### config.mk
export PLATFORM = sky130hd
export DESIGN_NAME = battery_level_monitor_top
export DESIGN_NICKNAME = d
export VERILOG_FILES = /design/src/rtl/blm_pkg.sv /design/src/rtl/battery_level_monitor_top.sv
export SDC_FILE = /design/constraint.sdc
export NUM_CORES = 1
export LEC_CHECK = 0
export BUFFER_PORTS_ARGS = -buffer_cell sky130_fd_sc_hd__buf_2
export CAP_MARGIN = 5
export CORE_MARGIN = 2
export CORE_UTILIZATION = 33
export DETAILED_ROUTE_END_ITERATION = 6
export SLEW_MARGIN = 20
export SYNTH_ARGS = -nofsm -noshare
export SYNTH_HDL_FRONTEND = slang
export SYNTH_SLANG_ARGS = --single-unit
### constraint.sdc
create_clock -name clk -period 7.96 [get_ports clk]
set_input_delay 0.398 -clock clk [delete_from_list [all_inputs] [get_ports clk]]
set_output_delay 0.398 -clock clk [all_outputs]
set_load 0.05 [all_outputs]
### src/rtl/blm_pkg.sv
// Shared types, register map, reset values and classification helpers of the battery level monitor.
`default_nettype none
package blm_pkg;

	typedef enum logic [2:0] {
		LVL_INIT     = 3'd0,
		LVL_SETTLING = 3'd1,
		LVL_GOOD     = 3'd2,
		LVL_LOW      = 3'd3,
		LVL_CRITICAL = 3'd4,
		LVL_OVER     = 3'd5
	} level_t;

	localparam int unsigned MV_W     = 16;
	localparam int unsigned TICK_W   = 8;
	localparam int unsigned DATA_W   = 32;
	localparam int unsigned ADDR_W   = 5;
	localparam int unsigned REG_IDX_W = 3;

	typedef logic [MV_W-1:0]   mv_t;
	typedef logic [TICK_W-1:0] tick_t;

	localparam logic [REG_IDX_W-1:0] REG_CRITICAL = 3'd0;
	localparam logic [REG_IDX_W-1:0] REG_LOW      = 3'd1;
	localparam logic [REG_IDX_W-1:0] REG_OVER     = 3'd2;
	localparam logic [REG_IDX_W-1:0] REG_HYST     = 3'd3;
	localparam logic [REG_IDX_W-1:0] REG_SETTLE   = 3'd4;

	localparam mv_t   CRITICAL_RST = 16'd20000;
	localparam mv_t   LOW_RST      = 16'd22000;
	localparam mv_t   OVER_RST     = 16'd29000;
	localparam mv_t   HYST_RST     = 16'd500;
	localparam tick_t SETTLE_RST   = 8'd30;

	typedef struct packed {
		mv_t critical;
		mv_t low;
		mv_t over;
	} thresholds_t;

	// Critical wins when the thresholds overlap.
	function automatic level_t classify(input mv_t v, input thresholds_t th);
		level_t res;
		if (v <= th.critical) begin
			res = LVL_CRITICAL;
		end else if (v >= th.over) begin
			res = LVL_OVER;
		end else if (v <= th.low) begin
			res = LVL_LOW;
		end else begin
			res = LVL_GOOD;
		end
		return res;
	endfunction

	function automatic mv_t plus_h(input mv_t v, input mv_t h);
		logic [MV_W:0] sum;
		sum = {1'b0, v} + {1'b0, h};
		return sum[MV_W] ? {MV_W{1'b1}} : sum[MV_W-1:0];
	endfunction

	function automatic mv_t minus_h(input mv_t v, input mv_t h);
		return (v > h) ? mv_t'(v - h) : '0;
	endfunction

endpackage
`default_nettype wire

### src/rtl/battery_level_monitor_top.sv
// Battery level monitor: classifies each voltage request with hysteresis and raises off requests.
// A request is registered in the input register and its result is then registered in the result register.
// Throughput: one request per cycle unless the output stalls; the level state updates from the input register.
// Reset (arst_n low, asynchronous) returns the level to init, clears the settling count and the
// disabled flag, empties both pipeline registers and restores the default thresholds, hysteresis and settle time.
`default_nettype none
module battery_level_monitor_top (
	input  wire logic                          clk,
	input  wire logic                          arst_n,
	input  wire logic                          in_valid,
	output      logic                          in_stall,
	input  wire logic [blm_pkg::MV_W-1:0]      voltage_mv,
	input  wire logic                          restart,
	output      logic                          out_valid,
	input  wire logic                          out_stall,
	output      logic [2:0]                    level,
	output      logic                          charger_off_request,
	output      logic                          power_stage_off_request,
	output      logic                          device_disabled,
	input  wire logic                          psel,
	input  wire logic                          penable,
	input  wire logic                          pwrite,
	input  wire logic [blm_pkg::ADDR_W-1:0]    paddr,
	input  wire logic [blm_pkg::DATA_W-1:0]    pwdata,
	output      logic [blm_pkg::DATA_W-1:0]    prdata,
	output      logic                          pready
);

	// Configuration registers
	blm_pkg::thresholds_t th_q;
	blm_pkg::mv_t         hyst_q;
	blm_pkg::tick_t       settle_ticks_q;

	logic [blm_pkg::REG_IDX_W-1:0] reg_idx;
	logic                          cfg_wr;

	assign pready  = 1'b1;
	assign reg_idx = paddr[blm_pkg::ADDR_W-1:2];
	assign cfg_wr  = psel && penable && pwrite && pready;

	always_ff @(posedge clk or negedge arst_n) begin
		if (!arst_n) begin
			th_q.critical  <= blm_pkg::CRITICAL_RST;
			th_q.low       <= blm_pkg::LOW_RST;
			th_q.over      <= blm_pkg::OVER_RST;
			hyst_q         <= blm_pkg::HYST_RST;
			settle_ticks_q <= blm_pkg::SETTLE_RST;
		end else if (cfg_wr) begin
			case (reg_idx)
				blm_pkg::REG_CRITICAL: th_q.critical  <= pwdata[blm_pkg::MV_W-1:0];
				blm_pkg::REG_LOW:      th_q.low       <= pwdata[blm_pkg::MV_W-1:0];
				blm_pkg::REG_OVER:     th_q.over      <= pwdata[blm_pkg::MV_W-1:0];
				blm_pkg::REG_HYST:     hyst_q         <= pwdata[blm_pkg::MV_W-1:0];
				blm_pkg::REG_SETTLE:   settle_ticks_q <= pwdata[blm_pkg::TICK_W-1:0];
				default: ;
			endcase
		end
	end

	always_comb begin
		case (reg_idx)
			blm_pkg::REG_CRITICAL: prdata = {{(blm_pkg::DATA_W-blm_pkg::MV_W){1'b0}}, th_q.critical};
			blm_pkg::REG_LOW:      prdata = {{(blm_pkg::DATA_W-blm_pkg::MV_W){1'b0}}, th_q.low};
			blm_pkg::REG_OVER:     prdata = {{(blm_pkg::DATA_W-blm_pkg::MV_W){1'b0}}, th_q.over};
			blm_pkg::REG_HYST:     prdata = {{(blm_pkg::DATA_W-blm_pkg::MV_W){1'b0}}, hyst_q};
			blm_pkg::REG_SETTLE:   prdata = {{(blm_pkg::DATA_W-blm_pkg::TICK_W){1'b0}}, settle_ticks_q};
			default:               prdata = '0;
		endcase
	end

	// Input register and flow control
	logic          valid_s1;
	blm_pkg::mv_t  voltage_s1;
	logic          restart_s1;
	logic          adv;

	assign adv      = valid_s1 && (!out_valid || !out_stall);
	assign in_stall = valid_s1 && !adv;

	always_ff @(posedge clk or negedge arst_n) begin
		if (!arst_n) begin
			valid_s1 <= 1'b0;
		end else if (!in_stall) begin
			valid_s1 <= in_valid;
		end
	end

	always_ff @(posedge clk) begin
		if (in_valid && !in_stall) begin
			voltage_s1 <= voltage_mv;
			restart_s1 <= restart;
		end
	end

	// Level state
	blm_pkg::level_t cur_level_q, prev_level_q;
	blm_pkg::tick_t  settle_cnt_q;
	logic            disabled_q;

	blm_pkg::level_t cls_v, cls_plus, cls_minus;
	blm_pkg::level_t cur_next, prev_next;
	blm_pkg::tick_t  settle_next, settle_dec;
	logic            disabled_next, charger_off, stage_off;

	assign cls_v     = blm_pkg::classify(voltage_s1, th_q);
	assign cls_plus  = blm_pkg::classify(blm_pkg::plus_h(voltage_s1, hyst_q), th_q);
	assign cls_minus = blm_pkg::classify(blm_pkg::minus_h(voltage_s1, hyst_q), th_q);
	assign settle_dec = (settle_cnt_q != '0) ? blm_pkg::tick_t'(settle_cnt_q - 1'b1) : settle_cnt_q;

	always_comb begin
		cur_next      = cur_level_q;
		prev_next     = prev_level_q;
		settle_next   = settle_cnt_q;
		disabled_next = disabled_q;
		charger_off   = 1'b0;
		stage_off     = 1'b0;
		if (restart_s1) begin
			cur_next  = blm_pkg::LVL_INIT;
			prev_next = blm_pkg::LVL_INIT;
		end else begin
			case (cur_level_q)
				blm_pkg::LVL_INIT: begin
					settle_next = settle_ticks_q;
					cur_next    = blm_pkg::LVL_SETTLING;
				end
				blm_pkg::LVL_SETTLING: begin
					settle_next = settle_dec;
					if (settle_dec == '0) cur_next = cls_v;
				end
				blm_pkg::LVL_GOOD: begin
					// Entering low or overvoltage needs the margin to hold as well.
					if (cls_v == blm_pkg::LVL_LOW) begin
						if (cls_plus == blm_pkg::LVL_LOW) cur_next = blm_pkg::LVL_LOW;
					end else if (cls_v == blm_pkg::LVL_OVER) begin
						if (cls_minus == blm_pkg::LVL_OVER) cur_next = blm_pkg::LVL_OVER;
					end else begin
						cur_next = cls_v;
					end
				end
				blm_pkg::LVL_LOW: begin
					if (cls_v == blm_pkg::LVL_GOOD) begin
						if (cls_minus == blm_pkg::LVL_GOOD) cur_next = blm_pkg::LVL_GOOD;
					end else begin
						cur_next = cls_v;
					end
				end
				blm_pkg::LVL_CRITICAL: cur_next = cls_minus;
				blm_pkg::LVL_OVER:     cur_next = cls_plus;
				default: ;
			endcase

			if (cur_next == blm_pkg::LVL_OVER && prev_level_q != blm_pkg::LVL_OVER) begin
				charger_off = 1'b1;
			end
			if (cur_next == blm_pkg::LVL_CRITICAL) begin
				if (!disabled_q) begin
					stage_off     = 1'b1;
					charger_off   = 1'b1;
					disabled_next = 1'b1;
				end
			end else begin
				disabled_next = 1'b0;
			end
			prev_next = cur_next;
		end
	end

	always_ff @(posedge clk or negedge arst_n) begin
		if (!arst_n) begin
			cur_level_q  <= blm_pkg::LVL_INIT;
			prev_level_q <= blm_pkg::LVL_INIT;
			settle_cnt_q <= '0;
			disabled_q   <= 1'b0;
		end else if (adv) begin
			cur_level_q  <= cur_next;
			prev_level_q <= prev_next;
			settle_cnt_q <= settle_next;
			disabled_q   <= disabled_next;
		end
	end

	// Result register
	always_ff @(posedge clk or negedge arst_n) begin
		if (!arst_n) begin
			out_valid <= 1'b0;
		end else if (!out_valid || !out_stall) begin
			out_valid <= valid_s1;
		end
	end

	always_ff @(posedge clk) begin
		if (adv) begin
			level                   <= cur_next;
			charger_off_request     <= charger_off;
			power_stage_off_request <= stage_off;
			device_disabled         <= disabled_next;
		end
	end

endmodule
`default_nettype wire

==> results_dict.tcl, run 1 <==
set metrics [dict create \
    drc_errors 0 \
    yosys_warnings 0 \
    netlist_area_sq_mm 0.0103 \
    core-area_sq_mm 0.0306 \
    drt-initial-drc-count 689 \
    drive_gt1_share_pct 15.4 \
    cts_root_buf "clkbuf_16" \
    port_buffers 66 \
    hold_viol 0 \
    hp-class "primary input to asynchronous set/reset pin" \
    period_minus_slack_ns 6.08 \
    critPathMostFrequentCell "o21ai_0" \
    via_per_inst 5.60 \
    power_density_mw_per_mm2 283 \
    synth_xor_area_share_pct 1.62 \
    status "complete, no violations" \
    synthAdderAreaFrac_pct 21.7 \
    nets 1425 \
    crit_fanout 7 \
    cts_sinks 109 \
    num_rows 64 \
    ant_nets 0 \
    yosys.area_share.simple_pct 15.2 \
    fill_cells 3137 \
    grt.overflow.total 0 \
    synth_cell_type_count 90 \
    syn_area_per_cell_sq_um 9.02 \
    cpLargestDelayFamily "compound AO/OA/AOI/OAI gates" \
    clk_latency_ns 0.37 \
    critPathArrivalTime_ns 6.21 \
    synth_compound_area_share_pct 20.7 \
    grt_pass1_vias 8415 \
    cts.clk_slew.worst_paths_ns 0.09 \
    antennaDiodeCount 0 \
    synth_top_area_cell "ha_1" \
    async_flop_share_pct 78.9 \
    grt_pass1_wl_microns 50100 \
    path_class "register to register" \
    cp-end-kind "register" \
    timing.final.crit_share_pct 76.4 \
    syn_to_final_growth_pct 9.70 \
    synth_top_family_by_area "adder cells" \
    wl_per_cell_microns 20.9 \
    final.setup.tns_ns 0 \
    startpoint_type "register" \
    yosys.area.top_type_share_pct 21.3 \
    wl_microns 33200 \
    critPathRequiredTime_ns 8.08 \
    cp_slowest_cell "a2111oi_0" \
    synth_edf_count 23 \
    cts-buffers-inserted 9 \
    cts_resized 0 \
    dr.pass1.iters 6 \
    antenna_found_initial 0 \
    synth_seq_cells 109 \
    path_cells "inv_1, ha_1, inv_1, o21ai_0, a21oi_1, o21ai_0, a2111oi_0, o31ai_1, nor2_1, mux2_2, o21ai_0, buf_4, ha_1, a21o_1, a21o_1, a211oi_1, nand2_1, nor4bb_1, o2111ai_2, and2_4, nor3b_2" \
    fmax_mhz 164 \
    total_power_uw 3190 \
    synth_seq_area_share_pct 28.0 \
    worst_ir_drop_vdd_v 0.000108 \
    synth_mux_area_share_pct 6.59 \
    cp_num_buf_inv 3 \
    routabilityCongestion 0.949 \
    ctsHtreeMaxLevel 3 \
    drv_slew 0 \
    worstMarginPinSlew_ns 0.929 \
    finalSetupViolCount 0 \
    clockBufferDepth 2 \
    leakage_uw 0.00503 \
    clock_skew_ns 0.0105 \
    ys.flop_type "dfrtp_1" \
    io_pins 102 \
    postSynthCellCount 1139 \
    dpl.hpwl_microns 26600 \
    initial_core_util_pct 33.6 \
    cts_setup_buffers 0 \
    synth.area.top_cells "ha_1, dfrtp_1, dfstp_2" \
    rsz0062_at_grt "false" \
    grtUsageTotal_pct 20.0 \
    dieWidth_microns 180 \
    slowest_delay_ns 0.79 \
    vias 8886 \
    relSlewSlack_pct 38.1 \
    die-height_microns 180 \
    cts.hold.buffers_added 0 \
    die_area_sq_mm 0.0326 \
    cts_tree "built" \
    drv_cap 0 \
    grt_max_degree 51 \
]
==> where the power goes <==
part	leakage (uW)	internal, uW	total, uW	switching [uW]
Combinational	0.00366	700	1870	1170
Clock	0.000152	228	483	256
Sequential	0.00122	711	837	126
Total	0.00503	1640	3190	1550
==> stage by stage <==
| stage | instances | hold WS [ns] | area (sq um) | util, % | setup slack [ns] |
|---|---|---|---|---|---|
| after floorplan | 1154 | 0.102 | 10300 | - | 2.93 |
| after global placement | 1572 | 0.411 | 11000 | 35.8 | 2.00 |
| after detailed placement | 1572 | 0.418 | 11000 | 35.8 | 1.99 |
| after CTS | 1588 | 0.0279 | 11300 | 36.8 | 1.95 |
| after global routing | 1588 | 0.0472 | 11300 | 36.8 | 1.52 |
| final | 1588 | 0.00729 | 11300 | 36.8 | 1.88 |
==> placed cells by master, fill, tap and decap left out, types with 14 or more instances in the layout <==
cell type,count
a21o_1,14
nand2_1,95
ha_1,175
mux2_2,29
conb_1,17
a211oi_1,18
nor2_1,67
mux2i_1,17
o21ai_0,103
dfstp_2,29
inv_1,91
nor2b_1,17
o21a_1,15
nand2b_1,15
a21oi_1,63
dfrtp_1,57
edfxtp_1,23
buf_2,65
nand3_1,23
nand4_1,23
==> routing by layer <==
layer  up-vias  track usage, %  share of wire [%]  wire length [microns]
met5         -               0                  0                      0
met1      4276            27.4                 46                  15300
met2       280            32.7                 46                  15200
met3        44            3.01                5.9                   1970
met4         0            5.42                2.2                    736
li1       4286               -                  -                      -
==> synth_stat cells, types with 15 or more instances <==
library cell	count
ha_1	175
o21ai_0	103
nand2_1	95
inv_1	91
nor2_1	68
a21oi_1	63
dfrtp_1	57
dfstp_2	29
mux2_2	29
clkbuf_1	24
edfxtp_1	23
nand3_1	23
nand4_1	23
buf_4	19
a211oi_1	18
mux2i_1	17
nor2b_1	17
nand2b_1	15
o21a_1	15
==> worst paths after layout <==
| path | start | endpoint | slack, ns | cells past startpoint |
|---|---|---|---|---|
| setup / recovery | hyst_q[2] | power_stage_off_request | 1.88 | 21 |
| hold / removal | arst_n | hyst_q[14] | 0.007 | 1 |
| setup reg to reg | hyst_q[2] | power_stage_off_request | 1.88 | 21 |
| hold reg to reg | valid_s1 | out_valid | 0.50 | 1 |
| max in group asynchronous | arst_n | th_q[18] | 6.90 | 2 |
| min in group clk | voltage_mv[7] | voltage_s1[7] | 0.20 | 1 |
==> logic make-up after synthesis <==
logic type | count (synthesis)
AO/OA/AOI/OAI | 322
AND/OR/NAND/NOR | 312
adder cells (fa/ha/maj) | 177
buffers and inverters | 144
flip-flops | 109
multiplexers | 54
XOR/XNOR | 19
other | 2
==> registers in the layout, indices dropped and copies added (netlist names) <==
signal / cells
voltage_s1: 16
out_valid: 1
power_stage_off_request: 1
disabled_q: 1
th_q: 48
charger_off_request: 1
settle_ticks_q: 8
valid_s1: 1
prev_level_q: 3
hyst_q: 16
level: 3
device_disabled: 1
restart_s1: 1
settle_cnt_q: 8
==> layout make-up <==
cell class	count	area (sq um)	area share (%)
clock buffer	9	225	2.00
tap	396	495	4.40
clock inverter	7	88.8	0.788
inverter	92	345	3.06
sequential	109	2880	25.5
timing repair buffer	74	393	3.49
multi-input combinational	901	6840	60.7
Power figures use the tool's default switching activity.
==> run 2: changes to the inputs <==
- clock period: 7.96 -> 6.2 ns (I/O delays scaled with it)
==> run 2 against run 1 <==
Sequential power rose by 28%. Die area did not move. Via count is essentially flat. Flip-flop and latch count unchanged. Critical path depth down 1. Global-route usage rose by 0.60 points. Clock skew is essentially flat. Wire length up 0.53%. Total power increased by 29%. Combinational power increased by 30%. First-iteration DRC count unchanged. Critical path type unchanged.
==> results_dict.tcl, run 2 (synthesis gave the netlist of run 1 again) <==
set metrics [dict create \
    dieWidth_microns 180 \
    rrSetupSlack_ns 0.42 \
    mostFrequentLayoutCells "ha_1, o21ai_0, nand2_1, inv_1, nor2_1" \
    cts_tree "built" \
    cp-end-kind "register" \
    holdWs_ns 0.105 \
    initial_core_util_pct 33.6 \
    num_rows 64 \
    holdPathEnd "voltage_s1[0]" \
    drive_gt1_share_pct 15.6 \
    grt_pass1_vias 8836 \
    path_cells "inv_1, ha_1, inv_1, o21bai_1, a21oi_1, o21ai_1, a311oi_1, o41a_1, or4_1, nand3_1, ha_1, nand3_1, or4_1, a31oi_1, a211oi_1, a211oi_1, a211oi_2, o32ai_2, and2_4, a211oi_2" \
    nets 1428 \
    antenna_found_initial 1 \
    die-height_microns 180 \
    relSlewSlack_pct 30.2 \
    cts_root_buf "clkbuf_16" \
    regMostFlops "th_q" \
    worst_ir_drop_vdd_v 0.000134 \
    fmax_mhz 173 \
    drv_slew 0 \
    finalSetupViolCount 0 \
    antennaDiodeCount 0 \
    clockBufferDepth 2 \
    wl_per_cell_microns 21.0 \
    via_per_inst 5.59 \
    wl_microns 33300 \
    slowest_delay_ns 0.60 \
    final.setup.tns_ns 0 \
    holdPathStages 1 \
    dpl.hpwl_microns 27200 \
    worstMarginPinSlew_ns 1.05 \
    cpLargestDelayFamily "compound AO/OA/AOI/OAI gates" \
    io_pins 102 \
    ant_nets 0 \
    syn_to_final_growth_pct 10.0 \
    cp_slowest_cell "or4_1" \
    cp_num_buf_inv 2 \
    drt-initial-drc-count 689 \
    port_buffers 66 \
    grtUsageTotal_pct 20.6 \
    critPathRequiredTime_ns 6.32 \
    cts_sinks 109 \
    grt.overflow.total 0 \
    crit_fanout 7 \
    vias 8887 \
    critPathArrivalTime_ns 5.91 \
    hold_viol 0 \
    period_minus_slack_ns 5.78 \
    ctsHtreeMaxLevel 3 \
    layout_commonest_cell "ha_1" \
    clock_skew_ns 0.0105 \
    grt_pass1_wl_microns 51600 \
    largest_register_ff_count 48 \
    drv_cap 0 \
    fill_cells 3117 \
    min_from "voltage_mv[0]" \
    core-area_sq_mm 0.0306 \
    r2r_end "charger_off_request" \
    dr.pass1.iters 7 \
    path_class "register to register" \
    die_area_sq_mm 0.0326 \
    rsz0062_at_grt "false" \
    r2r_start "hyst_q[2]" \
    hp-class "primary input to register" \
    routabilityCongestion 1.02 \
    startpoint_type "register" \
    power_density_mw_per_mm2 365 \
    status "complete, no violations" \
    reg_top3 "th_q x48, hyst_q x16, voltage_s1 x16" \
    cts-buffers-inserted 9 \
    leakage_uw 0.00505 \
    grt_max_degree 62 \
    drc_errors 0 \
    timing.final.crit_share_pct 93.3 \
    worstRegToRegCells 20 \
    clk_latency_ns 0.37 \
    cts.clk_slew.worst_paths_ns 0.09 \
]
run 2: how the worst max path moves through the flow:
stage	startpoint	end	slack, ns	cells past startpoint
after floorplan	hyst_q[2]	power_stage_off_request	1.17	21
after global placement	hyst_q[2]	charger_off_request	0.25	21
after detailed placement	hyst_q[2]	charger_off_request	0.14	21
after CTS	voltage_s1[1]	charger_off_request	0.09	20
after global routing	hyst_q[2]	power_stage_off_request	0.06	20
final	hyst_q[2]	charger_off_request	0.42	20
run 2: what timing repair did:
item / 4_1_cts / 5_1_grt
hold buffers: 1 / 0
buffers inserted: 0 / 0
setup endpoints to repair: 0 / 8
hold endpoints to repair: 14 / 0
gates resized for setup: 0 / 3
run 2: where the power goes:
part           internal, uW  switching, uW
logic                   914           1520
clock network           316            301
registers               913            159
total                  2140           1980
run 2: per-layer routing:
metal	vias up	track usage (%)	share of wire [%]
li1	4289	-	-
met1	4277	28.1	47
met2	261	32.8	45
met3	58	3.64	5.6
met4	2	7.06	2.8
met5	-	0	0.039
run 2: area by class of cell:
type / count / area (sq um) / share of cell area [%]
Tap cell: 396 / 495 / 4.38
Multi-Input combinational cell: 901 / 6850 / 60.6
Clock inverter: 5 / 45.0 / 0.399
Timing Repair Buffer: 77 / 418 / 3.70
Inverter: 92 / 345 / 3.06
Clock buffer: 11 / 264 / 2.34
Sequential cell: 109 / 2880 / 25.5
run 2: stage by stage:
step | cells | util (%) | setup WS [ns] | area, sq um | total power (uW)
6_report | 1591 | 36.9 | 0.416 | 11300 | 4120
5_1_grt | 1591 | 36.9 | 0.0648 | 11300 | 4470
4_1_cts | 1591 | 36.9 | 0.0903 | 11300 | 4100
3_5_place_dp | 1574 | 35.9 | 0.135 | 11000 | 3470
3_3_place_gp | 1574 | 35.9 | 0.247 | 11000 | 3430
2_1_floorplan | 1154 | - | 1.17 | 10300 | 2770
==> run 3: changes to the inputs <==
- BUFFER_PORTS_ARGS: -buffer_cell sky130_fd_sc_hd__buf_2 -> -buffer_cell sky130_fd_sc_hd__buf_4
==> run 3 against run 2 <==
Worst hold slack worse by 0.0080 ns. Clock power rose by 3.9%. Wire length shrank 1.1%. First-iteration DRC count down 2.0%. Sequential power hardly changed. Cell count increased by 0.19%. Combinational power about the same. Utilization rose by 0.61 points. Flip-flop and latch count unchanged. Setup slack gained 0.0060 ns. Largest power group unchanged.
==> results_dict.tcl, run 3 (synthesis gave the netlist of run 1 again) <==
set metrics [dict create \
    cts_tree "built" \
    wl_microns 33000 \
    path_class "register to register" \
    hp-class "primary input to register" \
    grtUsageTotal_pct 20.3 \
    crit_fanout 7 \
    cp_slowest_cell "or4_1" \
    critPathArrivalTime_ns 5.90 \
    cts_sinks 109 \
    core-area_sq_mm 0.0306 \
    vias 8965 \
    period_minus_slack_ns 5.78 \
    cts_setup_buffers 0 \
    timing.final.crit_share_pct 93.2 \
    largest_register_ff_count 48 \
    clk_latency_ns 0.38 \
    leakage_uw 0.00511 \
    cts.clk_slew.worst_paths_ns 0.10 \
    clockBufferDepth 2 \
    drc_errors 0 \
    pwr-share-comb_pct 58.7 \
    clock_skew_ns 0.0178 \
    initial_core_util_pct 33.6 \
    cp-end-kind "register" \
    p_sw_uw 2020 \
    startpoint_type "register" \
    seqPwrFrac_pct 25.9 \
    die-height_microns 180 \
    reg_top3 "th_q x48, hyst_q x16, voltage_s1 x16" \
    drv_slew 0 \
    fmax_mhz 173 \
    finalSetupViolCount 0 \
    p_int_uw 2150 \
    worstMarginPinSlew_ns 0.975 \
    drv_cap 0 \
    grt_pass1_wl_microns 51600 \
    num_rows 64 \
    cts_root_buf "clkbuf_16" \
    port_buffers 66 \
    ant_nets 0 \
    dr_wl_met3_microns 1690 \
    grt_pass1_vias 8965 \
    power_density_mw_per_mm2 363 \
    grt_max_degree 58 \
    ctsHtreeMaxLevel 3 \
    wl_per_cell_microns 20.7 \
    layout_commonest_cell "ha_1" \
    p_clk_share_pct 15.4 \
    slowest_delay_ns 0.56 \
    dr.pass1.iters 5 \
    syn_to_final_growth_pct 11.8 \
    met2_length_microns 15100 \
    top_layer "met4" \
    grt.overflow.total 0 \
    dieWidth_microns 180 \
    drive_gt1_share_pct 15.7 \
    dp_slack_ns 0.340 \
    p_sw_share_pct 48.4 \
    io_pins 102 \
    cts-buffers-inserted 9 \
    via_per_inst 5.62 \
    routabilityCongestion 0.937 \
    die_area_sq_mm 0.0326 \
    status "complete, no violations" \
    worst_slack_ns 0.422 \
    worst_ir_drop_vdd_v 0.000145 \
    final.setup.tns_ns 0 \
    rsz0062_at_grt "false" \
    regMostFlops "th_q" \
    dpl.hpwl_microns 27000 \
    path_cells "ha_1, inv_1, o21bai_1, a21oi_1, o21ai_1, a311oi_1, o41a_1, or4_1, nand3_1, ha_1, nand3_1, or4_1, a31oi_1, a211oi_1, a211oi_1, a211oi_2, o32ai_2, and2_4, a211oi_2" \
    nets 1430 \
    hold_viol 0 \
    antenna_found_initial 1 \
    relSlewSlack_pct 35.0 \
    detail_route.wirelength.met1_microns 15400 \
    drt-initial-drc-count 675 \
    mostFrequentLayoutCells "ha_1, o21ai_0, nand2_1, inv_1, buf_4" \
    critPathRequiredTime_ns 6.32 \
    fill_cells 3143 \
]
-- run 3: metrics by stage --
stage / util (%) / power (uW) / hold WS (ns) / cells / cell area, sq um
global route: 37.5 / 4500 / 0.0938 / 1593 / 11500
global placement: 36.4 / 3440 / 0.278 / 1576 / 11100
detailed placement: 36.4 / 3490 / 0.281 / 1576 / 11100
finish: 37.5 / 4170 / 0.0972 / 1594 / 11500
CTS: 37.5 / 4140 / 0.0885 / 1593 / 11500
floorplan: - / 2770 / 0.0144 / 1154 / 10300
-- run 3: metal layers --
layer  GRT usage [%]  vias to the layer above
li1                -                     4283
met1            27.7                     4357
met2            33.3                      276
met3            2.97                       49
met4            5.77                        0
met5               0                        -
-- run 3: power by group through the flow --
stage / Combinational (uW) / Clock, uW / Sequential [uW]
floorplan: 1740 / 0 / 1030
global placement: 2350 / 0 / 1080
detailed placement: 2400 / 0 / 1090
CTS: 2410 / 658 / 1070
global route: 2720 / 677 / 1100
finish: 2450 / 642 / 1080
-- run 3: final timing paths --
| path | from | endpoint | slack [ns] | cells past startpoint |
|---|---|---|---|---|
| min in group asynchronous | arst_n | th_q[45] | 0.43 | 2 |
| setup reg to reg | voltage_s1[2] | charger_off_request | 0.42 | 19 |
| hold / removal | voltage_mv[3] | voltage_s1[3] | 0.1 | 1 |
| setup / recovery | voltage_s1[2] | charger_off_request | 0.42 | 19 |
| max in group asynchronous | arst_n | th_q[18] | 4.67 | 3 |
| hold reg to reg | valid_s1 | out_valid | 0.49 | 1 |
-- run 3: layout make-up --
type                            count  area (sq um)  area share (%)
Multi-Input combinational cell    901          6850            59.6
Tap cell                          396           495            4.31
Timing Repair Buffer               79           596            5.19
Clock buffer                        9           225            1.96
Antenna cell                        1          2.50          0.0218
Inverter                           92           345            3.01
Clock inverter                      7          93.8           0.817
Sequential cell                   109          2880            25.1
-- run 3: critical path: cells and delay by family, from the launching register on --
| family | cells | cell delay (ns) |
|---|---|---|
| compound gates | 11 | 2.62 |
| simple gates | 5 | 1.59 |
| buf+inv | 1 | 0.09 |
| flops | 1 | 0.55 |
| fa+ha+maj | 2 | 0.68 |
-- run 3: what timing repair did --
| action | 4_1_cts | 5_1_grt |
|---|---|---|
| endpoints found under the hold margin | 15 | 0 |
| setup endpoints to repair | 0 | 5 |
| resized for setup | 0 | 2 |
| hold buffers | 1 | 0 |
